[config.mk]
export PLATFORM = sky130hd
export DESIGN_NAME = pidl_cell
export DESIGN_NICKNAME = d
export VERILOG_FILES = /design/src/rtl/pidl_pkg.sv /design/src/rtl/pidl_cell.sv
export SDC_FILE = /design/constraint.sdc
export NUM_CORES = 1
export LEC_CHECK = 0
export BUFFER_PORTS_ARGS = -buffer_cell sky130_fd_sc_hd__buf_2
export CORE_MARGIN = 4
export CORE_UTILIZATION = 38
export CTS_BUF_LIST = sky130_fd_sc_hd__clkbuf_8 sky130_fd_sc_hd__clkbuf_16
export CTS_CLUSTER_DIAMETER = 40
export DETAILED_ROUTE_END_ITERATION = 10
export GPL_TIMING_DRIVEN = 1
export PLACE_DENSITY = 0.85
export RECOVER_POWER = 25
export SLEW_MARGIN = 20
export SYNTH_ARGS = -nofsm -noshare
export SYNTH_HDL_FRONTEND = slang
export SYNTH_SLANG_ARGS = --single-unit
[constraint.sdc]
create_clock -name i_clk -period 5.8 [get_ports i_clk]
set_input_delay 1.16 -clock i_clk [delete_from_list [all_inputs] [get_ports i_clk]]
set_output_delay 1.16 -clock i_clk [all_outputs]
set_load 0.1 [all_outputs]
[src/rtl/pidl_pkg.sv]
// Shared types, codes and sizes for the positional insert/delete list.
package pidl_pkg;

    // Field widths fixed by the interface
    localparam int KIND_W   = 2;
    localparam int POS_W    = 7;
    localparam int DATA_W   = 32;
    localparam int COUNT_W  = 7;
    localparam int STATUS_W = 2;

    // Default number of list entries
    localparam int DEPTH_DEF = 64;

    // Operation codes
    localparam logic [KIND_W-1:0] KIND_INSERT = 2'd0;
    localparam logic [KIND_W-1:0] KIND_REMOVE = 2'd1;
    localparam logic [KIND_W-1:0] KIND_READ   = 2'd2;

    // Status codes
    localparam logic [STATUS_W-1:0] ST_OK    = 2'd0;
    localparam logic [STATUS_W-1:0] ST_FULL  = 2'd1;
    localparam logic [STATUS_W-1:0] ST_RANGE = 2'd2;

    // Command broadcast to every cell of the chain
    typedef struct packed {
        logic                     ins_en;
        logic                     rem_en;
        logic [POS_W-1:0]         pos;
        logic signed [DATA_W-1:0] value;
    } t_cell_cmd;

endpackage

[src/rtl/pidl_cell.sv]
// One storage cell of the list chain: holds a word, shifts with its neighbours.
module pidl_cell #(
    parameter int IDX = 0
) (
    input  logic                               i_clk,
    input  pidl_pkg::t_cell_cmd                i_cmd,
    input  logic signed [pidl_pkg::DATA_W-1:0] i_left,
    input  logic signed [pidl_pkg::DATA_W-1:0] i_right,
    output logic signed [pidl_pkg::DATA_W-1:0] o_word,
    output logic signed [pidl_pkg::DATA_W-1:0] o_sel_word
);
    import pidl_pkg::*;

    logic signed [DATA_W-1:0] r_word;
    logic signed [DATA_W-1:0] n_word;
    logic                     w_above;
    logic                     w_here;

    // position compare against this cell's place in the chain
    assign w_above = 32'(IDX) > 32'(i_cmd.pos);
    assign w_here  = 32'(IDX) == 32'(i_cmd.pos);

    // next word: shift up on insert, shift down on remove, else hold
    always_comb begin
        n_word = r_word;
        if (i_cmd.ins_en) begin
            if (w_above) begin
                n_word = i_left;
            end else if (w_here) begin
                n_word = i_cmd.value;
            end
        end else if (i_cmd.rem_en) begin
            if (w_above || w_here) begin
                n_word = i_right;
            end
        end
    end

    always_ff @(posedge i_clk) begin
        r_word <= n_word;
    end

    assign o_word     = r_word;
    // word offered to the read-out OR tree when addressed
    assign o_sel_word = w_here ? r_word : '0;

endmodule

After elaboration in Yosys (flattened, before gate mapping)
Cells that the tools add are included.
{"block": "classes", "muxes": 5, "n_reduce_logical": 3}
{"cell": "32-bit 2-to-1 mux", "count": 5}
{"cell": "7-bit zero test", "count": 1}
{"cell": "2-bit AND reduction", "count": 1}
{"cell": "2-bit nonzero test", "count": 1}
{"block": "word_totals", "ff_bits": 32, "wordCells": 9}

Logic depth before layout (Yosys ltp)
{"block": "logic_depth", "depth_word": 4, "mapped_depth": 4, "depth_no_buf": 2}

Worst setup path after synthesis
Ideal clock, no wire load.
{"block": "synth_path", "kind": "input to output", "start": "input i_cmd[34] in the netlist's numbering", "end": "output o_sel_word[0] in the netlist's numbering", "slack_ns": 0.743, "t_arrival_ns": 3.897, "path_buffers": 1, "cell_stages": 3, "required_ns": 4.640, "cell_sequence": "or4_4 -> buf_6 -> nor3_1"}
{"block": "synth_via", "elab_chain_len": 2}
{"item": "from (decl)", "line_no": "pidl_cell.sv:6", "source": "input pidl_pkg::t_cell_cmd i_cmd,"}
{"item": "7-bit zero test", "line_no": "pidl_cell.sv:21", "source": "assign w_here = 32'(IDX) == 32'(i_cmd.pos);"}
{"item": "32-bit 2-to-1 mux", "line_no": "pidl_cell.sv:45", "source": "assign o_sel_word = w_here ? r_word : '0;"}
{"item": "to (decl)", "line_no": "pidl_cell.sv:10", "source": "output logic signed [pidl_pkg::DATA_W-1:0] o_sel_word"}
Every way passes these cells.

Final worst setup path
{"block": "layout_path", "start": "input i_cmd[33] in the netlist's numbering", "end": "output o_sel_word[31] in the netlist's numbering"}
The elaborated chain is that of the path after synthesis.

==> metrics.yaml <==
largest_reg_flops: 32
syn_area_um2: 1890
power_leakage_nw: 1.26
htreeDepth: 2
power.total_mw: 0.482
instances_no_fill: 346
drtIter0Drc: 62
hpwl_mm: 3.63
areaGrowthSynthToFinish_pct: 40.3
place_ws_ps: 1790
place_area_um2: 2570
multiInputGateArea_um2: 703
syn_inst: 144
overflow: 0
cts_num_sinks: 32
drive_above_1_share: 0.742
synth_nets: 250
dr.pass1.iters: 4
root_buffer: "clkbuf_8"
worst-path-max-fanout: 33
route.detailed.drc: 0
hold_viol_final: 0
fin_ws_ps: 1790
gp_congestion: 0.754
vias: 1491
setup.worst_path.end_class: "primary output"
finalCritPeriodShare: 0.691
regArea_um2: 961
cts_made_buffers: 5
startpoint_type: "input port"
violations: "capacitance limit, slew limit"
setup_viol: 0
io_buffers: 137
powerDensity_nw_per_um2: 182
grt_antenna_before_repair: 0
drv_slew: 34
syn_avg_cell_area_um2: 13.1
ys_warn_count: 0
holdWs_ps: 1190
n_antenna_cell: 0
worstPathArrival_ps: 2850
worstSetupStartpoint: "i_cmd[33]"
path_clk_slew_ps: 60
fin_setup_tns_ps: 0
die_w_um: 78.5
rsz0062_at_grt: "false"
drtAntennaViolNets: 0
relSlewSlack: -0.195
cts_tree: "built"
critPathCapture: "o_sel_word[31]"
wirelength_mm: 4.59
viasPerCell: 4.31
finalInstanceArea_um2: 2650
cts_resized: 0
status: "complete, but fails checks"
utilization: 0.557
initial_core_util: 0.397
ios: 170
worst_slew_pin_slew_ps: 1790
path_class: "input port to primary output"
grt_pass1_vias: 1530
period_needed_ps: 4010
grt_pass1_wl_mm: 7.31
coreArea_um2: 4750
fillers: 428
die_y_um: 78.5
cts-hold-fix-buffers: 0
grt_usage: 0.151
ir_worst_vdd_mv: 0.134
fmax_ghz: 0.250
rows: 25
maxCapViolations: 1
ys_seq_area_frac: 0.509
hp-class: "input port to register"
dp.cells: 338
cts_setup_buffers: 0
synth_cell_types: 12
wire_per_inst_um: 13.3
cp.required_ps: 4640
grt_max_degree: 34
clk_path_buf_depth: 2
dieArea_um2: 6160
synth-seq-cells: 32
final_nets: 384
[how the worst min path moves through the flow]
stage	depth (start not counted)	start	to	slack [ps]
after floorplan	1	i_right[0]	o_word[0]	1380
after global placement	2	i_right[4]	o_word[4]	1460
after detailed placement	2	i_cmd[29]	o_word[29]	1460
after CTS	2	i_right[30]	o_word[30]	1170
after global routing	2	i_right[9]	o_word[9]	1170
final	2	i_cmd[2]	o_word[2]	1190
[power breakdown]
part | switching [mW] | internal (mW)
registers | 0.000531 | 0.258
logic | 0.0365 | 0.0354
clock network | 0.0723 | 0.0797
total | 0.109 | 0.373
[worst max-delay path, stage by stage]
cell    delay [ps]
buf_2           90
or3_2          870
nor3_1         250
buf_2          460
[cell families (layout without fill, tap and decap cells)]
| kind of cell | count (synthesis) | in the layout | share of synthesized area |
|---|---|---|---|
| mux | 32 | 32 | 0.191 |
| buf+inv | 44 | 179 | 0.121 |
| flops | 32 | 32 | 0.509 |
| simple gates | 36 | 36 | 0.178 |
[final cells by class]
cell class / instances / area share
clock inverters: 3 / 0.00425
flip-flops and latches: 32 / 0.363
clock buffers: 5 / 0.0260
inverters: 32 / 0.0454
repair buffers: 139 / 0.264
well taps: 67 / 0.0317
multi-input cells: 68 / 0.266
[Yosys cell counts]
cell | count | share of area
buf_12 | 3 | 0.032
buf_2 | 6 | 0.016
buf_6 | 1 | 0.0060
clkbuf_1 | 2 | 0.0040
edfxtp_1 | 32 | 0.51
inv_1 | 32 | 0.064
mux2_2 | 32 | 0.19
nor2_1 | 1 | 0.0020
nor3_1 | 3 | 0.0080
nor3_2 | 30 | 0.16
or3_1 | 1 | 0.0033
or4_4 | 1 | 0.0060
[routing by layer]
metal	track usage	wire length, um	vias to the layer above
met4	0.0472	76	0
li1	-	-	755
met1	0.158	1670	659
met3	0.0424	358	8
met2	0.288	2490	69
met5	0	0	-
[layout by cell type, fill, tap and decap left out]
cell type    n
buf_2      136
inv_1       34
edfxtp_1    32
mux2_2      31
nor3_2      31
clkbuf_8     5
nor3_1       2
buf_4        2
mux2_1       1
or4_4        1
or3_2        1
nor2_1       1
clkinv_1     1
clkbuf_1     1
No activity file was read; power rests on OpenSTA's default activity.
